--- config.mk ---
export PLATFORM = sky130hd
export DESIGN_NAME = address_lease_client_engine
export DESIGN_NICKNAME = d
export VERILOG_FILES = /design/src/rtl/alc_pkg.sv /design/src/rtl/alc_alu.sv /design/src/rtl/address_lease_client_engine.sv
export VERILOG_INCLUDE_DIRS = /design/src /design/src/rtl
export SDC_FILE = /design/constraint.sdc
export NUM_CORES = 2
export LEC_CHECK = 0
export BUFFER_PORTS_ARGS = -buffer_cell sky130_fd_sc_hd__buf_4
export CAP_MARGIN = 20
export CORE_ASPECT_RATIO = 1.25
export CORE_MARGIN = 8
export CORE_UTILIZATION = 44
export DETAILED_ROUTE_END_ITERATION = 10
export HOLD_SLACK_MARGIN = 0.1
export SYNTH_ARGS = -nofsm -noshare
export SYNTH_HDL_FRONTEND = slang
export SYNTH_SLANG_ARGS = --single-unit
--- constraint.sdc ---
create_clock -name clk_i -period 11.32 [get_ports clk_i]
set_input_delay 1.698 -clock clk_i [delete_from_list [all_inputs] [get_ports clk_i]]
set_output_delay 1.698 -clock clk_i [all_outputs]
set_load 0.1 [all_outputs]
--- src/rtl/assert_macros.svh ---
// assertion macros shared by the rtl
`ifndef ASSERT_MACROS_SVH
`define ASSERT_MACROS_SVH

// clocked assertion with asynchronous active-low reset
`define ALC_ASSERT(lbl, clk, rstn, prop) \
  lbl: assert property (@(posedge clk) disable iff (!rstn) prop) \
    else $error("assertion failed");

// condition that must never hold
`define ALC_NEVER(lbl, clk, rstn, cond) \
  `ALC_ASSERT(lbl, clk, rstn, !(cond))

`endif

--- src/rtl/alc_pkg.sv ---
// types, codes and constants of the address lease client engine
package alc_pkg;

  localparam int ALC_PORTS   = 8;
  localparam int ALC_MAX_RES = 16;

  localparam logic [2:0] CMD_TICK   = 3'd0;
  localparam logic [2:0] CMD_OFFER  = 3'd1;
  localparam logic [2:0] CMD_ACK    = 3'd2;
  localparam logic [2:0] CMD_WATCH  = 3'd3;
  localparam logic [2:0] CMD_UNWTCH = 3'd4;
  localparam logic [2:0] CMD_REMOVE = 3'd5;
  localparam logic [2:0] CMD_DUP    = 3'd6;

  localparam logic [2:0] ACT_DISCOVER = 3'd0;
  localparam logic [2:0] ACT_REQUEST  = 3'd1;
  localparam logic [2:0] ACT_DECLINE  = 3'd2;
  localparam logic [2:0] ACT_CLEAR    = 3'd3;
  localparam logic [2:0] ACT_APPLY    = 3'd4;
  localparam logic [2:0] ACT_PROBE    = 3'd5;

  localparam logic [1:0] PH_BOUND      = 2'd0;
  localparam logic [1:0] PH_WAIT_OFFER = 2'd1;
  localparam logic [1:0] PH_WAIT_ACK   = 2'd2;

  localparam logic [1:0] CFG_TIMEOUT = 2'd0;
  localparam logic [1:0] CFG_RETRY   = 2'd1;
  localparam logic [1:0] CFG_ENABLE  = 2'd2;

  typedef enum logic [1:0] {
    OP_DEC,
    OP_INC,
    OP_EQ
  } alc_op_e;

  typedef struct packed {
    logic [2:0]  command;
    logic [2:0]  port;
    logic [12:0] new_xid;
    logic [31:0] packet_xid;
    logic [31:0] server_addr;
    logic [31:0] offered_ip;
    logic [31:0] offered_mask;
    logic [31:0] offered_gateway;
    logic [30:0] lease_time;
    logic [7:0]  link_mask;
  } in_t;

  typedef struct packed {
    logic [2:0]  action;
    logic [2:0]  out_port;
    logic [12:0] out_xid;
    logic [31:0] out_server;
    logic [31:0] out_ip;
    logic [31:0] out_mask;
    logic [31:0] out_gateway;
    logic        last;
  } out_t;

endpackage

--- src/rtl/alc_alu.sv ---
// shared decrement, increment-compare and equality unit
module alc_alu
  import alc_pkg::*;
(
  input  alc_op_e     op_i,
  input  logic [31:0] a_i,
  input  logic [31:0] b_i,
  output logic [31:0] res_o,
  output logic        flag_o
);

  always_comb begin
    res_o  = a_i;
    flag_o = 1'b0;
    case (op_i)
      OP_DEC: begin
        res_o  = (a_i == 32'd0) ? 32'd0 : a_i - 32'd1;
        flag_o = (res_o == 32'd0);
      end
      OP_INC: begin
        res_o  = a_i + 32'd1;
        flag_o = (res_o > b_i);
      end
      OP_EQ: begin
        flag_o = (a_i == b_i);
      end
      default: begin
        res_o  = a_i;
        flag_o = 1'b0;
      end
    endcase
  end

endmodule

--- src/rtl/address_lease_client_engine.sv ---
// address lease client engine: per-port lease table with a slot sequencer
//
// Input beats (in_valid_i / in_stall_o) carry one event: a tick, a received
// offer or ack, or a watch, unwatch, remove or duplicate-address event.
// in_stall_o is high from the accepting edge until every result of that beat
// has been loaded into the output register. Output beats (out_valid_o /
// out_stall_i) carry one action each; last marks the final action of an event.
// A tick or packet walks the slots one by one through the shared unit, with
// micro-steps (clear, discover, request, apply, probe) in each slot that
// needs them; a port event works on its own port only. Each action waits one
// stage in a pending register so the last flag can be set, then moves to the
// output register. When the receiver stalls, the sequencer holds at the step
// that wants to emit. Reset empties the table, loads timeout 60, retry limit 3
// and enable 1, and the block can take a beat directly after reset.
`include "assert_macros.svh"

module address_lease_client_engine
  import alc_pkg::*;
#(
  parameter int PORTS = ALC_PORTS
) (
  input  logic        clk_i,
  input  logic        rst_ni,
  input  logic        in_valid_i,
  output logic        in_stall_o,
  input  in_t         in_data_i,
  output logic        out_valid_o,
  input  logic        out_stall_i,
  output out_t        out_data_o,
  input  logic        cfg_we_i,
  input  logic [1:0]  cfg_idx_i,
  input  logic [15:0] cfg_wdata_i
);

  localparam int PW = (PORTS > 1) ? $clog2(PORTS) : 1;
  localparam int CW = $clog2(ALC_MAX_RES + 1);

  typedef enum logic [3:0] {
    ST_IDLE, ST_EVAL, ST_CLR, ST_DISC, ST_REQ, ST_APPLY, ST_PROBE,
    ST_DECL, ST_UNW, ST_FLUSH
  } state_e;

  state_e state_q;
  logic [PW-1:0] ptr_q;
  in_t in_q;
  logic [CW-1:0] cnt_q;

  logic [15:0] timeout_q;
  logic [7:0]  limit_q;
  logic        enable_q;

  logic        valid_q  [PORTS];
  logic [1:0]  phase_q  [PORTS];
  logic [31:0] timer_q  [PORTS];
  logic [7:0]  retry_q  [PORTS];
  logic [12:0] xid_q    [PORTS];
  logic [31:0] server_q [PORTS];
  logic [31:0] lastip_q [PORTS];

  out_t pend_q;
  logic pend_valid_q;
  out_t out_q;
  logic out_valid_q;

  alc_op_e     alu_op;
  logic [31:0] alu_a, alu_b, alu_res;
  logic        alu_flag;
  logic        e_want, emit_ok, last_slot, link, is_tick;
  out_t        e_res;
  logic [3:0]  ptr4;

  alc_alu u_alu (
    .op_i  (alu_op),
    .a_i   (alu_a),
    .b_i   (alu_b),
    .res_o (alu_res),
    .flag_o(alu_flag)
  );

  assign ptr4      = 4'(ptr_q);
  assign link      = !ptr4[3] && in_q.link_mask[ptr4[2:0]];
  assign last_slot = (ptr_q == PW'(PORTS - 1));
  assign is_tick   = (in_q.command == CMD_TICK);
  assign emit_ok   = !pend_valid_q || !out_valid_q || !out_stall_i;

  always_comb begin
    alu_op = OP_EQ;
    alu_a  = {19'd0, xid_q[ptr_q]};
    alu_b  = in_q.packet_xid;
    e_want = 1'b0;
    e_res  = '0;
    e_res.out_port = 3'(ptr_q);
    case (state_q)
      ST_EVAL: begin
        if (is_tick) begin
          alu_op = OP_DEC;
          alu_a  = timer_q[ptr_q];
        end
      end
      ST_CLR, ST_UNW: begin
        e_want       = 1'b1;
        e_res.action = ACT_CLEAR;
      end
      ST_DISC: begin
        e_want        = link;
        e_res.action  = ACT_DISCOVER;
        e_res.out_xid = xid_q[ptr_q];
        e_res.out_ip  = lastip_q[ptr_q];
      end
      ST_REQ: begin
        alu_op           = OP_INC;
        alu_a            = {24'd0, retry_q[ptr_q]};
        alu_b            = {24'd0, limit_q};
        e_want           = link && !alu_flag;
        e_res.action     = ACT_REQUEST;
        e_res.out_xid    = xid_q[ptr_q];
        e_res.out_server = server_q[ptr_q];
      end
      ST_APPLY: begin
        e_want            = 1'b1;
        e_res.action      = ACT_APPLY;
        e_res.out_ip      = in_q.offered_ip;
        e_res.out_mask    = in_q.offered_mask;
        e_res.out_gateway = in_q.offered_gateway;
      end
      ST_PROBE: begin
        e_want       = 1'b1;
        e_res.action = ACT_PROBE;
        e_res.out_ip = in_q.offered_ip;
      end
      ST_DECL: begin
        e_want        = link;
        e_res.action  = ACT_DECLINE;
        e_res.out_xid = xid_q[ptr_q];
        e_res.out_ip  = lastip_q[ptr_q];
      end
      default: begin
        e_want = 1'b0;
      end
    endcase
    // results past the limit are dropped
    if (cnt_q >= CW'(ALC_MAX_RES)) e_want = 1'b0;
  end

  assign in_stall_o  = (state_q != ST_IDLE);
  assign out_valid_o = out_valid_q;
  assign out_data_o  = out_q;

  always_ff @(posedge clk_i or negedge rst_ni) begin
    if (!rst_ni) begin
      state_q      <= ST_IDLE;
      ptr_q        <= '0;
      cnt_q        <= '0;
      in_q         <= '0;
      timeout_q    <= 16'd60;
      limit_q      <= 8'd3;
      enable_q     <= 1'b1;
      pend_q       <= '0;
      pend_valid_q <= 1'b0;
      out_q        <= '0;
      out_valid_q  <= 1'b0;
      for (int i = 0; i < PORTS; i++) begin
        valid_q[i]  <= 1'b0;
        phase_q[i]  <= PH_BOUND;
        timer_q[i]  <= '0;
        retry_q[i]  <= '0;
        xid_q[i]    <= '0;
        server_q[i] <= '0;
        lastip_q[i] <= '0;
      end
    end else begin
      if (cfg_we_i) begin
        case (cfg_idx_i)
          CFG_TIMEOUT: timeout_q <= cfg_wdata_i;
          CFG_RETRY:   limit_q   <= cfg_wdata_i[7:0];
          CFG_ENABLE:  enable_q  <= cfg_wdata_i[0];
          default: ;
        endcase
      end

      if (out_valid_q && !out_stall_i) out_valid_q <= 1'b0;

      // push one action through pending into the output register
      if (e_want && emit_ok) begin
        if (pend_valid_q) begin
          out_q       <= pend_q;
          out_valid_q <= 1'b1;
        end
        pend_q       <= e_res;
        pend_valid_q <= 1'b1;
        cnt_q        <= cnt_q + CW'(1);
      end

      case (state_q)
        ST_IDLE: begin
          if (in_valid_i) begin
            in_q  <= in_data_i;
            cnt_q <= '0;
            ptr_q <= '0;
            state_q <= ST_FLUSH;
            if (in_data_i.command == CMD_TICK || in_data_i.command == CMD_OFFER ||
                in_data_i.command == CMD_ACK) begin
              state_q <= ST_EVAL;
            end else if (int'(in_data_i.port) < PORTS) begin
              ptr_q <= PW'(in_data_i.port);
              case (in_data_i.command)
                CMD_WATCH: begin
                  if (enable_q && !valid_q[PW'(in_data_i.port)]) begin
                    valid_q[PW'(in_data_i.port)]  <= 1'b1;
                    xid_q[PW'(in_data_i.port)]    <= in_data_i.new_xid;
                    server_q[PW'(in_data_i.port)] <= '0;
                    lastip_q[PW'(in_data_i.port)] <= '0;
                    state_q <= ST_DISC;
                  end
                end
                CMD_UNWTCH: begin
                  if (enable_q && valid_q[PW'(in_data_i.port)]) state_q <= ST_UNW;
                end
                CMD_REMOVE: valid_q[PW'(in_data_i.port)] <= 1'b0;
                CMD_DUP: begin
                  if (valid_q[PW'(in_data_i.port)]) state_q <= ST_DECL;
                end
                default: ;
              endcase
            end
          end
        end
        ST_EVAL: begin
          if (is_tick) begin
            if (valid_q[ptr_q]) timer_q[ptr_q] <= alu_res;
            if (valid_q[ptr_q] && alu_flag && phase_q[ptr_q] == PH_BOUND) begin
              state_q <= ST_CLR;
            end else if (valid_q[ptr_q] && alu_flag &&
                         phase_q[ptr_q] == PH_WAIT_OFFER) begin
              state_q <= ST_DISC;
            end else if (valid_q[ptr_q] && alu_flag &&
                         phase_q[ptr_q] == PH_WAIT_ACK) begin
              state_q <= ST_REQ;
            end else if (last_slot) begin
              state_q <= ST_FLUSH;
            end else begin
              ptr_q <= ptr_q + PW'(1);
            end
          end else begin
            if (valid_q[ptr_q] && alu_flag && in_q.command == CMD_OFFER &&
                phase_q[ptr_q] == PH_WAIT_OFFER) begin
              phase_q[ptr_q]  <= PH_WAIT_ACK;
              server_q[ptr_q] <= in_q.server_addr;
              state_q <= ST_REQ;
            end else if (valid_q[ptr_q] && alu_flag && in_q.command == CMD_ACK &&
                         phase_q[ptr_q] == PH_WAIT_ACK) begin
              phase_q[ptr_q]  <= PH_BOUND;
              timer_q[ptr_q]  <= 32'(in_q.lease_time);
              lastip_q[ptr_q] <= in_q.offered_ip;
              state_q <= ST_APPLY;
            end else if (last_slot) begin
              state_q <= ST_FLUSH;
            end else begin
              ptr_q <= ptr_q + PW'(1);
            end
          end
        end
        ST_CLR: begin
          if (!(e_want && !emit_ok)) state_q <= ST_DISC;
        end
        ST_UNW: begin
          if (!(e_want && !emit_ok)) begin
            valid_q[ptr_q] <= 1'b0;
            state_q <= ST_FLUSH;
          end
        end
        ST_DISC: begin
          if (!(e_want && !emit_ok)) begin
            phase_q[ptr_q] <= PH_WAIT_OFFER;
            timer_q[ptr_q] <= 32'(timeout_q);
            retry_q[ptr_q] <= '0;
            if (is_tick && !last_slot) begin
              ptr_q   <= ptr_q + PW'(1);
              state_q <= ST_EVAL;
            end else begin
              state_q <= ST_FLUSH;
            end
          end
        end
        ST_REQ: begin
          if (alu_flag) begin
            // too many requests: restart the session
            state_q <= ST_CLR;
          end else if (!(e_want && !emit_ok)) begin
            retry_q[ptr_q] <= alu_res[7:0];
            timer_q[ptr_q] <= 32'(timeout_q);
            if (is_tick && !last_slot) begin
              ptr_q   <= ptr_q + PW'(1);
              state_q <= ST_EVAL;
            end else begin
              state_q <= ST_FLUSH;
            end
          end
        end
        ST_APPLY: begin
          if (!(e_want && !emit_ok)) state_q <= ST_PROBE;
        end
        ST_PROBE: begin
          if (!(e_want && !emit_ok)) state_q <= ST_FLUSH;
        end
        ST_DECL: begin
          if (!(e_want && !emit_ok)) begin
            xid_q[ptr_q]    <= in_q.new_xid;
            lastip_q[ptr_q] <= '0;
            state_q <= ST_CLR;
          end
        end
        ST_FLUSH: begin
          if (!pend_valid_q) begin
            state_q <= ST_IDLE;
          end else if (!out_valid_q || !out_stall_i) begin
            out_q       <= pend_q;
            out_q.last  <= 1'b1;
            out_valid_q <= 1'b1;
            pend_valid_q <= 1'b0;
            state_q     <= ST_IDLE;
          end
        end
        default: state_q <= ST_IDLE;
      endcase
    end
  end

  `ALC_ASSERT(a_cnt_bound, clk_i, rst_ni, cnt_q <= CW'(ALC_MAX_RES))
  `ALC_NEVER(a_idle_pend, clk_i, rst_ni, state_q == ST_IDLE && pend_valid_q)
  `ALC_ASSERT(a_last_alone, clk_i, rst_ni,
              (out_valid_o && out_data_o.last && state_q == ST_IDLE) |-> !pend_valid_q)

endmodule
==> results.py <==
metrics = {
    "hold_path": {
        "holdPathEnd": "pend_q[140]",
        "min-delay-start": "pend_q[140]",
        "holdPathStages": 2,
        "hold_path_class": "reg -> reg",
    },
    "timing": {
        "tightest_slew_ns": 1.17,
        "fin_tns_setup_ns": 0,
        "post-route-period-util_pct": 84.1,
        "hold_viol": 0,
        "grt_setup_unrepaired": "false",
        "final_max_slew_viol_count": 0,
        "post-route-min-period_ns": 9.52,
        "fmax_mhz": 105,
        "max_slew_margin_pct": 22.1,
        "setup_ws_ns": 1.80,
        "hold-worst-slack_ns": 0.472,
        "clock_skew_ns": 0.0327,
        "finalSetupViolCount": 0,
    },
    "cells_and_area": {
        "finalInstanceArea_mm2": 0.0792,
        "layout_commonest_cell": "dfrtp_1",
        "layout_common_cells": "dfrtp_1, nand2_1, buf_4, o21ai_0, mux2_2",
        "final_nets": 6781,
        "syn_to_final_growth_pct": 15.3,
        "drive_above_1_share_pct": 21.0,
        "fillers": 13900,
    },
    "critical_path": {
        "required_ns": 12.00,
        "critical_path.max_fanout": 54,
        "max_stage_delay_ns": 0.91,
        "path_class": "reg -> reg",
        "cpMostUsedCell": "nor2_1",
        "r2r_slack_ns": 1.80,
        "reg2regPathDepth": 28,
        "worst_setup_path_start_kind": "flip-flop",
        "arrival_ns": 10.19,
        "cpMaxStageDelayCell": "dfrtp_4",
        "cp_num_buf_inv": 2,
        "r2r-start": "ptr_q[2]",
        "critPathCaptureType": "flip-flop",
        "crit_family": "simple AND/OR/NAND/NOR gates",
        "r2r_end": "timer_q[18]",
        "crit_cells": 28,
    },
    "floorplanning": {
        "coreArea_mm2": 0.155,
        "die_x_um": 369,
        "ios": 391,
        "initial_core_util_pct": 44.2,
        "num_rows": 162,
        "dieHeight_um": 458,
        "die_area_mm2": 0.169,
    },
    "synthesis": {
        "avgSynthCellArea_um2": 10.9,
        "synth_edf_count": 0,
        "ys_seq_area_share_pct": 55.0,
        "ys_warn_count": 0,
        "synth-main-ff-cell": "dfrtp_1",
        "synth_fp_nets": 6591,
        "ys_ff_latch": 1509,
        "async_flop_share_pct": 100,
        "synth_cell_type_count": 98,
        "synth_cells": 6312,
        "syn_area_mm2": 0.0687,
    },
    "placement": {
        "placed_area_mm2": 0.0738,
        "dp.final_hpwl_um": 151000,
        "post-place-ws_ns": 1.99,
        "port_buffers": 390,
        "gp_congestion": 0.949,
    },
    "clocking": {
        "post_cts_buffers": 0,
        "clockBufferDepth": 3,
        "cts_sinks": 1509,
        "hold_buffers": 0,
        "cts_made_buffers": 157,
        "root_buffer": "clkbuf_16",
        "path_clk_slew_ns": 0.06,
        "htree_levels": 4,
        "cts_tree": "built",
        "ctsResizeCount": 0,
        "clk_latency_ns": 0.82,
    },
    "power_and_ir_drop": {
        "total_power_uw": 21700,
        "peakVddDrop_mv": 0.157,
        "p_leak_uw": 0.0364,
        "power.density_mw_per_mm2": 274,
    },
    "drt": {
        "vias_per_cell": 6.08,
        "drt_iter0_drc": 5248,
        "routed_wl_um": 239000,
        "drc_errors": 0,
        "vias": 52800,
        "wl_per_cell_um": 27.5,
        "final_antenna_net_count": 0,
        "drt_pre_antenna_iters": 6,
    },
    "grt": {
        "grt_pass1_vias": 53600,
        "antenna_found_initial": 11,
        "grt_pass1_wl_um": 358000,
        "grt_usage_pct": 27.7,
        "overflow": 0,
        "grt_max_degree": 178,
    },
    "job": {
        "cap_violations": 0,
    },
    "run_status": {
        "status": "completed",
    },
}
## power breakdown
part	internal, uW	leakage [uW]	total (uW)	switching (uW)
sequential	6540	0.0205	7630	1090
combinational	2570	0.0133	8730	6160
clock	3090	0.00264	5330	2230
## logic make-up after synthesis
logic type,after synthesis,share of synthesized area (%)
AO/OA/AOI/OAI,1593,16.2
XOR/XNOR,61,0.778
adder cells (fa/ha/maj),38,0.692
buffers and inverters,540,3.26
flip-flops,1509,55.0
multiplexers,743,12.8
AND/OR/NAND/NOR,1828,11.3
## cell type report
type / count / area [um2] / area share (%)
Clock buffer: 231 / 4690 / 5.93
Multi-Input combinational cell: 4263 / 29000 / 36.6
Timing Repair Buffer: 551 / 4450 / 5.62
Inverter: 20 / 75.1 / 0.0948
Tap cell: 2050 / 2560 / 3.24
Antenna cell: 3 / 7.51 / 0.00948
Clock inverter: 56 / 629 / 0.795
Sequential cell: 1509 / 37800 / 47.7
## worst max-delay path by stage
stage              from           to  slack, ns
2_1_floorplan  ptr_q[0]  timer_q[10]       3.44
3_3_place_gp   ptr_q[2]  timer_q[46]       2.05
3_5_place_dp   ptr_q[2]  timer_q[29]       1.99
4_1_cts        ptr_q[2]  timer_q[17]       1.95
5_1_grt        ptr_q[1]  timer_q[48]       1.44
6_report       ptr_q[2]  timer_q[18]       1.80
## metrics by stage
step / cells / util, %
final: 8683 / 50.9
after global routing: 8681 / 50.9
after floorplan: 6312 / -
after global placement: 8389 / 47.5
after CTS: 8677 / 50.9
after detailed placement: 8390 / 47.5
## flip-flops by register name, summed over array words and instances, names as in the netlist, named ones only
signal / cells
server_q: 256
pend_valid_q: 1
out_valid_o: 1
cnt_q: 5
ptr_q: 3
lastip_q: 256
pend_q: 147
enable_q: 1
state_q: 4
timeout_q: 16
out_data_o: 148
timer_q: 256
limit_q: 8
xid_q: 104
in_q: 215
retry_q: 64
## routing by layer
metal / share of wire (%) / up-vias / global-route usage (%) / routed length, um
met5: 0.021 / - / 0 / 51
met4: 5.2 / 8 / 13.3 / 12500
met3: 7.3 / 529 / 5.58 / 17400
met2: 47 / 2214 / 44.7 / 113000
met1: 40 / 27000 / 35.7 / 95900
li1: - / 23000 / - / -
## synth_stat cells, drive strengths merged (9+ instances only)
master   instances  area [um2]
nor2b           18         113
ha              38         475
or4              9        67.6
buf            188         918
nor2           161         607
nor3            24         136
a221oi          56         497
nand2         1368        5130
a2111oi          9         123
a22o           274        2400
o21a            14         105
nor3b            9        72.6
dfrtp         1502       37600
and3b           10        87.6
nand2b          21         131
xor2            19         166
a31oi           19         119
and3            13        81.3
a41oi           19         166
a41o            14         140
inv             20        75.1
mux4            52        1170
and2            29         181
nor4            26         243
nand3b          16         120
a21oi          145         778
xnor2           42         368
a22oi          268        2010
clkbuf         332        1250
o22ai           31         194
a21o            15         113
or3             13        81.3
o31ai           35         277
mux2           560        6310
mux2i          131        1320
nand3           51         255
nand4           29         181
o2bb2ai        111         978
or2              9        56.3
o211ai          15         126
o21ai          504        2520
## worst reg2reg max path: cells and delay by family, from the launching register on
family | cells | cell delay [ns]
compound gates | 6 | 1.87
xor+xnor | 1 | 0.15
flops | 1 | 0.91
buf+inv | 2 | 0.98
mux | 3 | 1.03
simple gates | 15 | 4.13
fa+ha+maj | 1 | 0.30
Note: power is estimated with default switching activity, not from simulation.
